File: src/hw/rtl/cbfd_pkg.sv
`default_nettype none

package cbfd_pkg;

  localparam int COORD_W       = 32;
  localparam int ACC_W         = 64;
  localparam int ACC_FRAC_BITS = 40;
  localparam int SHIFT_UP      = ACC_FRAC_BITS - 16;
  localparam int MAX_SEGMENTS  = 64;
  localparam int SEG_W         = 7;
  localparam int IDX_W         = 6;
  // bezier coefficients need four guard bits over a coordinate
  localparam int CO_W          = COORD_W + 4;
  localparam int NUM_W         = 48;
  localparam int NSQ_W         = 13;
  localparam int DEN_W         = 19;
  localparam int DVD_W         = NUM_W + SHIFT_UP;
  localparam int DIV_RADIX     = 4;
  localparam int DIV_STEPS     = DVD_W / DIV_RADIX;

  localparam logic [SEG_W-1:0] SEG_RESET = 7'd8;
  localparam logic [SEG_W-1:0] SEG_MIN   = 7'd2;
  localparam logic [SEG_W-1:0] SEG_MAX   = 7'(MAX_SEGMENTS);

  typedef logic signed [COORD_W-1:0] coord_t;

  localparam coord_t COORD_MAX = {1'b0, {(COORD_W-1){1'b1}}};
  localparam coord_t COORD_MIN = {1'b1, {(COORD_W-1){1'b0}}};

  typedef struct packed {
    coord_t p0_x;
    coord_t p0_y;
    coord_t p0_z;
    coord_t p1_x;
    coord_t p1_y;
    coord_t p1_z;
    coord_t p2_x;
    coord_t p2_y;
    coord_t p2_z;
    coord_t p3_x;
    coord_t p3_y;
    coord_t p3_z;
  } curve_t;

  typedef struct packed {
    coord_t             point_x;
    coord_t             point_y;
    coord_t             point_z;
    logic [IDX_W-1:0]   point_index;
    logic               last_point;
  } point_t;

  typedef struct packed {
    logic start;
    logic step;
  } lane_ctrl_t;

endpackage

`default_nettype wire

File: src/hw/rtl/cbfd_div.sv
`default_nettype none

// restoring divider, four quotient bits per cycle, quotient kept modulo 2^64
module cbfd_div (
  input  logic                          clk_i,
  input  logic                          rst_ni,
  input  logic                          start_i,
  input  logic [cbfd_pkg::DVD_W-1:0]    dividend_i,
  input  logic [cbfd_pkg::DEN_W-1:0]    divisor_i,
  output logic                          done_o,
  output logic [cbfd_pkg::ACC_W-1:0]    quot_o
);

  localparam int CNT_W = $clog2(cbfd_pkg::DIV_STEPS);
  localparam int REM_W = cbfd_pkg::DEN_W + 1;

  logic                          busy_q;
  logic                          done_q;
  logic [CNT_W-1:0]              cnt_q;
  logic [cbfd_pkg::DEN_W-1:0]    rem_q, rem_d;
  logic [cbfd_pkg::DVD_W-1:0]    dvd_q;
  logic [cbfd_pkg::ACC_W-1:0]    quo_q, quo_d;

  always_comb begin
    logic [REM_W-1:0] part;
    rem_d = rem_q;
    quo_d = quo_q;
    part  = '0;
    for (int k = 0; k < cbfd_pkg::DIV_RADIX; k++) begin
      part = {rem_d, dvd_q[cbfd_pkg::DVD_W-1-k]};
      if (part >= {1'b0, divisor_i}) begin
        part  = part - {1'b0, divisor_i};
        quo_d = {quo_d[cbfd_pkg::ACC_W-2:0], 1'b1};
      end else begin
        quo_d = {quo_d[cbfd_pkg::ACC_W-2:0], 1'b0};
      end
      rem_d = part[cbfd_pkg::DEN_W-1:0];
    end
  end

  always_ff @(posedge clk_i or negedge rst_ni) begin
    if (!rst_ni) begin
      busy_q <= 1'b0;
      done_q <= 1'b0;
      cnt_q  <= '0;
    end else begin
      done_q <= 1'b0;
      if (start_i) begin
        busy_q <= 1'b1;
        cnt_q  <= '0;
      end else if (busy_q) begin
        cnt_q <= cnt_q + CNT_W'(1);
        if (cnt_q == CNT_W'(cbfd_pkg::DIV_STEPS - 1)) begin
          busy_q <= 1'b0;
          done_q <= 1'b1;
        end
      end
    end
  end

  always_ff @(posedge clk_i) begin
    if (start_i) begin
      rem_q <= '0;
      quo_q <= '0;
      dvd_q <= dividend_i;
    end else if (busy_q) begin
      rem_q <= rem_d;
      quo_q <= quo_d;
      dvd_q <= dvd_q << cbfd_pkg::DIV_RADIX;
    end
  end

  assign done_o = done_q;
  assign quot_o = quo_q;

endmodule

`default_nettype wire

File: src/hw/rtl/cbfd_lane.sv
`default_nettype none

// one axis: coefficient setup, difference division, forward-difference stepping
module cbfd_lane (
  input  logic                          clk_i,
  input  logic                          rst_ni,
  input  cbfd_pkg::lane_ctrl_t          ctrl_i,
  input  cbfd_pkg::coord_t              p0_i,
  input  cbfd_pkg::coord_t              p1_i,
  input  cbfd_pkg::coord_t              p2_i,
  input  cbfd_pkg::coord_t              p3_i,
  input  logic [cbfd_pkg::SEG_W-1:0]    n_i,
  input  logic [cbfd_pkg::NSQ_W-1:0]    nsq_i,
  input  logic [cbfd_pkg::DEN_W-1:0]    den_i,
  output logic                          ready_o,
  output cbfd_pkg::coord_t              coord_o
);

  localparam int CO_W   = cbfd_pkg::CO_W;
  localparam int NUM_W  = cbfd_pkg::NUM_W;
  localparam int ACC_W  = cbfd_pkg::ACC_W;
  localparam int BN_W   = CO_W + cbfd_pkg::SEG_W + 1;
  localparam int CN_W   = CO_W + cbfd_pkg::NSQ_W + 1;
  localparam int SAT_LO = cbfd_pkg::SHIFT_UP + cbfd_pkg::COORD_W - 1;
  localparam int EXT_W  = ACC_W - cbfd_pkg::SHIFT_UP - cbfd_pkg::COORD_W;

  localparam logic [cbfd_pkg::SHIFT_UP-1:0] RND_HALF =
    {1'b1, {(cbfd_pkg::SHIFT_UP-1){1'b0}}};

  localparam logic [1:0] L_IDLE = 2'd0;
  localparam logic [1:0] L_PROD = 2'd1;
  localparam logic [1:0] L_NUM  = 2'd2;
  localparam logic [1:0] L_DIV  = 2'd3;

  localparam logic [1:0] SEL_D1   = 2'd0;
  localparam logic [1:0] SEL_D2   = 2'd1;
  localparam logic [1:0] SEL_LAST = 2'd2;

  logic [1:0]              lstate_q;
  logic [1:0]              sel_q;
  logic                    div_start_q;
  logic                    ready_q;

  logic signed [CO_W-1:0]  a_d, b_d, c_d;
  logic signed [CO_W-1:0]  a_q, b_q, c_q;
  logic signed [BN_W-1:0]  bn_prod;
  logic signed [CN_W-1:0]  cn_prod;
  logic signed [NUM_W-1:0] bn_q, cn_q;
  logic signed [NUM_W-1:0] a_n, a6;
  logic signed [NUM_W-1:0] num_q [3];
  logic signed [NUM_W-1:0] num_sel;
  logic                    div_neg;
  logic [NUM_W-1:0]        div_mag;
  logic [cbfd_pkg::DVD_W-1:0] div_dvd;
  logic                    div_done;
  logic [ACC_W-1:0]        div_quot;
  logic [ACC_W-1:0]        div_res;

  // pos_q carries the output rounding offset, so one add gives the rounded point
  logic [ACC_W-1:0]        pos_q, pos_d;
  logic [ACC_W-1:0]        dif1_q, dif2_q, dif3_q;
  logic [ACC_W-SAT_LO-1:0] sat_hi;

  always_comb begin
    logic signed [CO_W-1:0] q0, q1, q2, q3, d12, s, t;
    q0  = CO_W'(p0_i);
    q1  = CO_W'(p1_i);
    q2  = CO_W'(p2_i);
    q3  = CO_W'(p3_i);
    d12 = q1 - q2;
    s   = q0 - (q1 <<< 1) + q2;
    t   = q1 - q0;
    a_d = q3 - q0 + (d12 <<< 1) + d12;
    b_d = (s <<< 1) + s;
    c_d = (t <<< 1) + t;
  end

  assign bn_prod = b_q * $signed({1'b0, n_i});
  assign cn_prod = c_q * $signed({1'b0, nsq_i});

  assign a_n = NUM_W'(a_q);
  assign a6  = (a_n <<< 2) + (a_n <<< 1);

  // dividend is |num| * 2^shift + floor(den / 2), which rounds ties away from zero
  assign num_sel = num_q[sel_q];
  assign div_neg = num_sel[NUM_W-1];
  assign div_mag = div_neg ? -num_sel : num_sel;
  assign div_dvd = {div_mag, cbfd_pkg::SHIFT_UP'(den_i >> 1)};
  assign div_res = div_neg ? -div_quot : div_quot;

  cbfd_div u_div (
    .clk_i      (clk_i),
    .rst_ni     (rst_ni),
    .start_i    (div_start_q),
    .dividend_i (div_dvd),
    .divisor_i  (den_i),
    .done_o     (div_done),
    .quot_o     (div_quot)
  );

  always_ff @(posedge clk_i or negedge rst_ni) begin
    if (!rst_ni) begin
      lstate_q    <= L_IDLE;
      sel_q       <= SEL_D1;
      div_start_q <= 1'b0;
      ready_q     <= 1'b0;
    end else begin
      div_start_q <= 1'b0;
      ready_q     <= 1'b0;
      unique case (lstate_q)
        L_IDLE: begin
          if (ctrl_i.start) lstate_q <= L_PROD;
        end
        L_PROD: begin
          lstate_q <= L_NUM;
        end
        L_NUM: begin
          lstate_q    <= L_DIV;
          sel_q       <= SEL_D1;
          div_start_q <= 1'b1;
        end
        L_DIV: begin
          if (div_done) begin
            if (sel_q == SEL_LAST) begin
              lstate_q <= L_IDLE;
              ready_q  <= 1'b1;
            end else begin
              sel_q       <= sel_q + 2'd1;
              div_start_q <= 1'b1;
            end
          end
        end
        default: lstate_q <= L_IDLE;
      endcase
    end
  end

  assign pos_d = pos_q + dif1_q;

  always_ff @(posedge clk_i) begin
    if (ctrl_i.start && (lstate_q == L_IDLE)) begin
      a_q   <= a_d;
      b_q   <= b_d;
      c_q   <= c_d;
      pos_q <= {{EXT_W{p0_i[cbfd_pkg::COORD_W-1]}}, p0_i, RND_HALF};
    end
    if (lstate_q == L_PROD) begin
      bn_q <= NUM_W'(bn_prod);
      cn_q <= NUM_W'(cn_prod);
    end
    if (lstate_q == L_NUM) begin
      num_q[0] <= a_n + bn_q + cn_q;
      num_q[1] <= a6 + (bn_q <<< 1);
      num_q[2] <= a6;
    end
    if ((lstate_q == L_DIV) && div_done) begin
      case (sel_q)
        SEL_D1:   dif1_q <= div_res;
        SEL_D2:   dif2_q <= div_res;
        default:  dif3_q <= div_res;
      endcase
    end
    if (ctrl_i.step) begin
      pos_q  <= pos_d;
      dif1_q <= dif1_q + dif2_q;
      dif2_q <= dif2_q + dif3_q;
    end
  end

  assign sat_hi = pos_d[ACC_W-1:SAT_LO];

  always_comb begin
    if ((&sat_hi) || !(|sat_hi)) begin
      coord_o = pos_d[SAT_LO:cbfd_pkg::SHIFT_UP];
    end else if (pos_d[ACC_W-1]) begin
      coord_o = cbfd_pkg::COORD_MIN;
    end else begin
      coord_o = cbfd_pkg::COORD_MAX;
    end
  end

  assign ready_o = ready_q;

endmodule

`default_nettype wire

File: config.mk
export PLATFORM = sky130hd
export DESIGN_NAME = cbfd_lane
export DESIGN_NICKNAME = d
export VERILOG_FILES = /design/src/hw/rtl/cbfd_pkg.sv /design/src/hw/rtl/cbfd_div.sv /design/src/hw/rtl/cbfd_lane.sv
export SDC_FILE = /design/constraint.sdc
export NUM_CORES = 2
export LEC_CHECK = 0
export ABC_AREA = 1
export BUFFER_PORTS_ARGS = -buffer_cell sky130_fd_sc_hd__buf_2
export CORE_UTILIZATION = 70
export CTS_BUF_LIST = sky130_fd_sc_hd__clkbuf_4
export DETAILED_ROUTE_END_ITERATION = 16
export HOLD_SLACK_MARGIN = 0.06
export PLACE_DENSITY = 0.95
export RECOVER_POWER = 100
export SLEW_MARGIN = 20
export SYNTH_ARGS = -nofsm -noshare
export SYNTH_HDL_FRONTEND = slang
export SYNTH_SLANG_ARGS = --single-unit
File: constraint.sdc
create_clock -name clk_i -period 14.14 [get_ports clk_i]
set_input_delay 2.828 -clock clk_i [delete_from_list [all_inputs] [get_ports clk_i]]
set_output_delay 2.828 -clock clk_i [all_outputs]
set_load 0.05 [all_outputs]
Yosys cells after proc, flatten, opt, wreduce, memory -nomap -nowiden:

Memories as Yosys holds them, arrays and structs flattened.
Cells that the tools add are included.

* memories kept: 1
* bits in writable memories: 144
* register bits: 623

* muxes and demuxes: 45
* $add $sub $neg: 24
* bitwise operators: 1
* eq/ne operators: 10
* multipliers: 2
* $lt $le $gt $ge: 4
* reductions and logical operators: 20

Memories
* num_q: depth 3, width 48, rd ports 1, clocked after memory_dff 0, wr ports 3, RTL line cbfd_lane.sv:50 `logic signed [NUM_W-1:0] num_q [3];`

Operators with widths (number)
* $mux 64: 9
* $add 64x64->64: 3
* $mux 72: 2
* $sub 32x32->33: 3
* $ge 20x19->1: 4
* $mux 19: 4
* $sub 19x19->19: 4
* $mux 32: 2
* $neg 64->64: 1
* $add 45x48->48: 1
* $mul 35x14->48: 1
* $mux 48: 1
* $neg 48->48: 1
* $add 39x45->46: 1
* $add 36x44->45: 1
* $mul 36x8->44: 1
* $add 38x37->39: 1
* $add 35x33->36: 1
* $add 36x35->36: 1
* $add 33x34->35: 1
* $add 34x32->35: 1
* $add 34x33->35: 1
* $sub 32x33->34: 1
* $mux 1: 17
* 23 further kinds: 43

Longest topological paths before layout:

* depth after elaboration: 8
* gate-level depth with buffers: 62
* gate-level depth less buffers: 58

Cells and area by module:

From an unflattened synthesis, not the netlist that was laid out.

* cells, all modules: 12954
* area total of the unflattened synthesis: 95959.5 µm²

Modules (own cells, without submodules)
* cbfd_lane: times used 1, seq. area each 17747.0 µm², area an instance 84360.9 µm², cells an instance 11329
* cbfd_div: times used 1, seq. area each 3998.8 µm², area an instance 11598.6 µm², cells an instance 1625

Least setup slack after synthesis:

OpenSTA, ideal clock, no wires.

* kind: in2reg
* start: input port den_i[0] (netlist name)
* end: register u_div.rem_q[18] (netlist name)
* library setup time: 0.120 ns
* path buffers: 6
* arrival time: 9.935 ns
* stages on the path: 57
* setup slack: 4.085 ns
* cell sequence: ha_1 inv_1 fa_1 nand3_1 nand3_1 nand3_1 nand3_2 nand2_2 nand2_4 clkbuf_1 buf_2 o21ai_0 inv_1 ha_1 nand2_1 inv_1 nand2_1 nand2_1 (+21 left out) a21oi_4 buf_2 nand3_1 nand2_1 inv_1 ha_1 a21o_1 a221oi_1 nand2_1 nand2_1 nand2_1 o21bai_1 nand2_1 a21oi_2 nand3_1 buf_2 nand3_1 nand3_1

* word-level cells in the longest chain between the ends: 8
* elaborated cells between the ends (all ways): 12
* those cells by class: 4 x add/sub; 4 x order compare; 4 x mux

Ends and longest elaborated chain
* start, declared: RTL line cbfd_lane.sv:14 `input logic [cbfd_pkg::DEN_W-1:0] den_i,`
* $sub 19x19->19 or $ge 20x19->1 (tied branches): RTL line cbfd_div.sv:32, cbfd_div.sv:31
* $mux 19: RTL line cbfd_div.sv:31 `if (part >= {1'b0, divisor_i}) begin`
* $sub 19x19->19 or $ge 20x19->1 (tied branches): RTL line cbfd_div.sv:32, cbfd_div.sv:31
* $mux 19: RTL line cbfd_div.sv:31
* $sub 19x19->19 or $ge 20x19->1 (tied branches): RTL line cbfd_div.sv:32, cbfd_div.sv:31
* $mux 19: RTL line cbfd_div.sv:31
* $sub 19x19->19 or $ge 20x19->1 (tied branches): RTL line cbfd_div.sv:32, cbfd_div.sv:31
* $mux 19 (*): RTL line cbfd_div.sv:31
* end signal, assigned: RTL line cbfd_div.sv:67 `rem_q <= rem_d;`
* end, declared: RTL line cbfd_div.sv:20 `logic [cbfd_pkg::DEN_W-1:0] rem_q, rem_d;`

Mark *: on every way between the ends. The rest lies on a longest branch, timed or not.
A chain may end at the register's enable or synchronous reset.

Final worst setup path:

* start: input port den_i[0] (netlist name)
* end: register u_div.quo_q, in the netlist u_div.quot_o[0]

* word-level cells in the longest chain between the ends: 8
* elaborated cells between the ends (all ways): 11
* those cells by class: 3 x add/sub; 4 x order compare; 4 x mux

Ends and longest elaborated chain
* $sub 19x19->19 or $ge 20x19->1 (tied branches): RTL line cbfd_div.sv:32, cbfd_div.sv:31
* $mux 19: RTL line cbfd_div.sv:31
* $sub 19x19->19 or $ge 20x19->1 (tied branches): RTL line cbfd_div.sv:32, cbfd_div.sv:31
* $mux 19: RTL line cbfd_div.sv:31
* $sub 19x19->19 or $ge 20x19->1 (tied branches): RTL line cbfd_div.sv:32, cbfd_div.sv:31
* $mux 19: RTL line cbfd_div.sv:31
* $ge 20x19->1 (*): RTL line cbfd_div.sv:31
* $mux 1 (*): RTL line cbfd_div.sv:31
* end signal, assigned: RTL line cbfd_div.sv:68 `quo_q <= quo_d;`
* end, declared: RTL line cbfd_div.sv:22 `logic [cbfd_pkg::ACC_W-1:0] quo_q, quo_d;`

Marked as above.

==> impl_results.md <==
* Final GP Congestion at 1.13
* Final critical-path required period at 11.87 ns
* Dominant cell by count in the synthesized netlist: sky130_fd_sc_hd__nand2_1
* Pin count of the biggest net entering global routing at 87
* Antenna-violating nets left at 0
* Max_slew headroom at -226%
* Timing-limited maximum frequency at 84.3 MHz
* #FFs+latches synth at 754
* Max stage delay cell, worst path: sky130_fd_sc_hd__nor2_1
* Layout cell share with drive strength beyond 1 at 4.59%
* Maximum fanout along the worst path at 35
* Cell leakage power at 0.0491 uW
* Clock-pin transition on the worst setup and hold timing paths at 0.07 ns
* Number of I/O pins at 204
* Mapped Nets at 13900
* Arrival time reported for the critical path endpoint at 12.89 ns
* Failing checks: DRC, capacitance limit, slew limit
* Cell type with the highest aggregate area in the netlist: sky130_fd_sc_hd__edfxtp_1
* Starting utilization of the core area at 70.5%
* Syn_area_per_cell at 7.59 um2
* Post-route DRC at 4
* Yosys warns at 0
* Top cells by count, synth: sky130_fd_sc_hd__nand2_1, sky130_fd_sc_hd__inv_1, sky130_fd_sc_hd__a21oi_1, sky130_fd_sc_hd__nor2_1, sky130_fd_sc_hd__ha_1
* Clock latency at the later pin of the worst-skew pair at 1.27 ns
* NumNets Final at 14100
* Number of distinct library cell variants in the gate-level netlist after synthesis at 75
* Die Height at 366 um
* Crit-path most repeated cell: sky130_fd_sc_hd__nand2_1
* Synthesis-to-layout area growth at 5.39%
* Antenna violations before repair at 20
* Total wire length at 315 mm
* CTS resizes at 0
* Number of buffers added for setup after CTS at 0
* EDFF count, synth at 652
* Non-filler cells in the finished layout at 14300
* Total power divided by cell area at 150 nW/um2
* Slowest cell delay on critical path at 1.04 ns
* Site Rows at 133
* Area of the die at 134000 um2
* Transition time of the tightest slew-check pin at 4.89 ns
* Sum of net half-perimeters after detailed placement at 251 mm
* Total vias in the final route at 89200
* Class of the most critical setup path: input port to register
* CTS tree: yes
* Max-slew violation total from the final report at 1562
* Count of routing violations after the opening detailed-route iteration at 11500
* Clock Sink Count at 754
* Setup crit end kind: register
* Vias in the first global route at 89400
* DR vias/cell at 6.22
* Final Skew at 0.125 ns
* Floorplan Core Area at 131000 um2
* Sequential area share after synthesis at 23.4%
* Clock buffers created by TritonCTS at 203
* Post-cts hold buffer count at 0
* Share of Yosys cell area claimed by the top area cell type at 21.1%
* Share of synthesized registers carrying an async set or reset at 1.72%
* Max-cap violations at 29
* H-tree levels at 4
* Post-route fraction of the period consumed by the critical path at 83.9%
* Setup repair after global routing missed its margin: no
* Number of buffer cells added on primary ports at 203
* Area contributors post-synth: sky130_fd_sc_hd__edfxtp_1, sky130_fd_sc_hd__fa_1, sky130_fd_sc_hd__nand2_1
* Average wire per cell in the routed design at 22.0 um
* Root Buffer Master: sky130_fd_sc_hd__clkbuf_4
* First-pass GRT wire length at 484 mm
* Run status: finished with violations
* Aggregate global routing overflow at 0
* All-Layer GR Usage at 46.6%
* Number of buffers on the longest clock path at 3
* Min-Delay Path Class: register to register
* Setup TNS at 0 ns
* Final setup fails at 0
* Critical Path Source Type: input port
* Horizontal extent of the die at 366 um
* Initial DRT Pass Iterations at 13
* Number of cells produced by synthesis at 12200
* Cell Area, Synth at 92600 um2
* Maximum vdd drop at 259 uV
* Flip-flop cell with the highest count after synthesis: sky130_fd_sc_hd__edfxtp_1
* Required time reported for the critical path endpoint at 15.17 ns
* Final Hold Viols at 0
* Number of placed instances with taps included at 14000
-- metrics by stage --
stage / utilization [%] / total power [uW] / hold WS [ns] / instance area, um2 / setup slack (ns)
2_1_floorplan: - / 9390 / 0.422 / 92600 / 4.08
3_3_place_gp: 72.5 / 11700 / 0.428 / 95100 / 2.30
3_5_place_dp: 72.5 / 12000 / 0.451 / 95100 / 2.08
4_1_cts: 74.5 / 14100 / 0.469 / 97800 / 3.39
5_1_grt: 74.3 / 15400 / 0.488 / 97600 / 1.19
6_report: 74.4 / 14600 / 0.472 / 97600 / 2.27
-- layout by cell type (no fill, tap or decap), drive strengths merged, types with 125 or more instances in the layout --
cell type | synthesis | routed
ha | 803 | 803
nand3 | 340 | 340
a31oi | 125 | 125
nand2 | 2828 | 2828
xnor2 | 227 | 227
a21oi | 964 | 964
nor2 | 892 | 892
inv | 2419 | 2423
xor2 | 378 | 378
edfxtp | 652 | 652
o21ai | 735 | 735
buf | 85 | 168
fa | 753 | 753
clkbuf | 143 | 350
-- cell type report --
| cell class | count | area, um2 |
|---|---|---|
| Multi-Input combinational cell | 8795 | 60800 |
| Fill cell | 9659 | 33700 |
| Sequential cell | 754 | 21700 |
| Inverter | 2420 | 9090 |
| Tap cell | 1755 | 2200 |
| Clock buffer | 286 | 2150 |
| Timing Repair Buffer | 232 | 1100 |
| Clock inverter | 84 | 519 |
| Antenna cell | 16 | 40.0 |
-- cells by family after synthesis --
kind of cell    after synthesis  share of synthesized area (%)
mux                           1                         0.0108
fa+ha+maj                  1556                           27.1
flops                       754                           23.4
compound gates             2257                           13.7
xor+xnor                    605                           5.72
simple gates               4376                           19.2
buf+inv                    2648                           10.9
-- worst max-delay path, delay by kind of cell --
family                   cells  cell delay [ns]
AND/OR/NAND/NOR             36             5.69
adder cells (fa/ha/maj)      5             1.69
buffers and inverters       10             1.55
AO/OA/AOI/OAI                7             1.11
-- registers in the layout (all words and copies together) (netlist names) --
signal	count
a_q	36
b_q	36
bn_q	44
c_q	35
cn_q	48
dif1_q	64
dif2_q	64
dif3_q	64
div_start_q	1
lstate_q	2
num_q	131
pos_q	64
ready_o	1
sel_q	2
u_div.busy_q	1
u_div.cnt_q	5
u_div.done_o	1
u_div.dvd_q	72
u_div.quot_o	64
u_div.rem_q	19
-- per-layer routing --
| metal | track usage, % | wire length, um |
|---|---|---|
| met5 | 0.0712 | 126 |
| met4 | 37.6 | 30500 |
| met3 | 12.9 | 38600 |
| met2 | 71.4 | 136000 |
| met1 | 55.0 | 109000 |
-- final timing paths --
kind                            startpoint              end  slack [ns]  cells after the start
setup / recovery                  den_i[0]  u_div.quot_o[0]        2.27                     58
hold / removal             u_div.dvd_q[17]  u_div.dvd_q[21]        0.47                      2
setup reg to reg           u_div.dvd_q[71]  u_div.quot_o[0]        3.72                     58
hold reg to reg            u_div.dvd_q[17]  u_div.dvd_q[21]        0.47                      2
max in group asynchronous           rst_ni      lstate_q[0]       12.01                      1
min in group asynchronous           rst_ni   u_div.cnt_q[1]        1.62                      1
-- where the power goes --
part / leakage, uW / internal [uW] / switching [uW]
Sequential: 0.00684 / 2870 / 56.2
Combinational: 0.0407 / 3160 / 6420
Clock: 0.00157 / 1020 / 1070
Power figures use the tool's default switching activity.
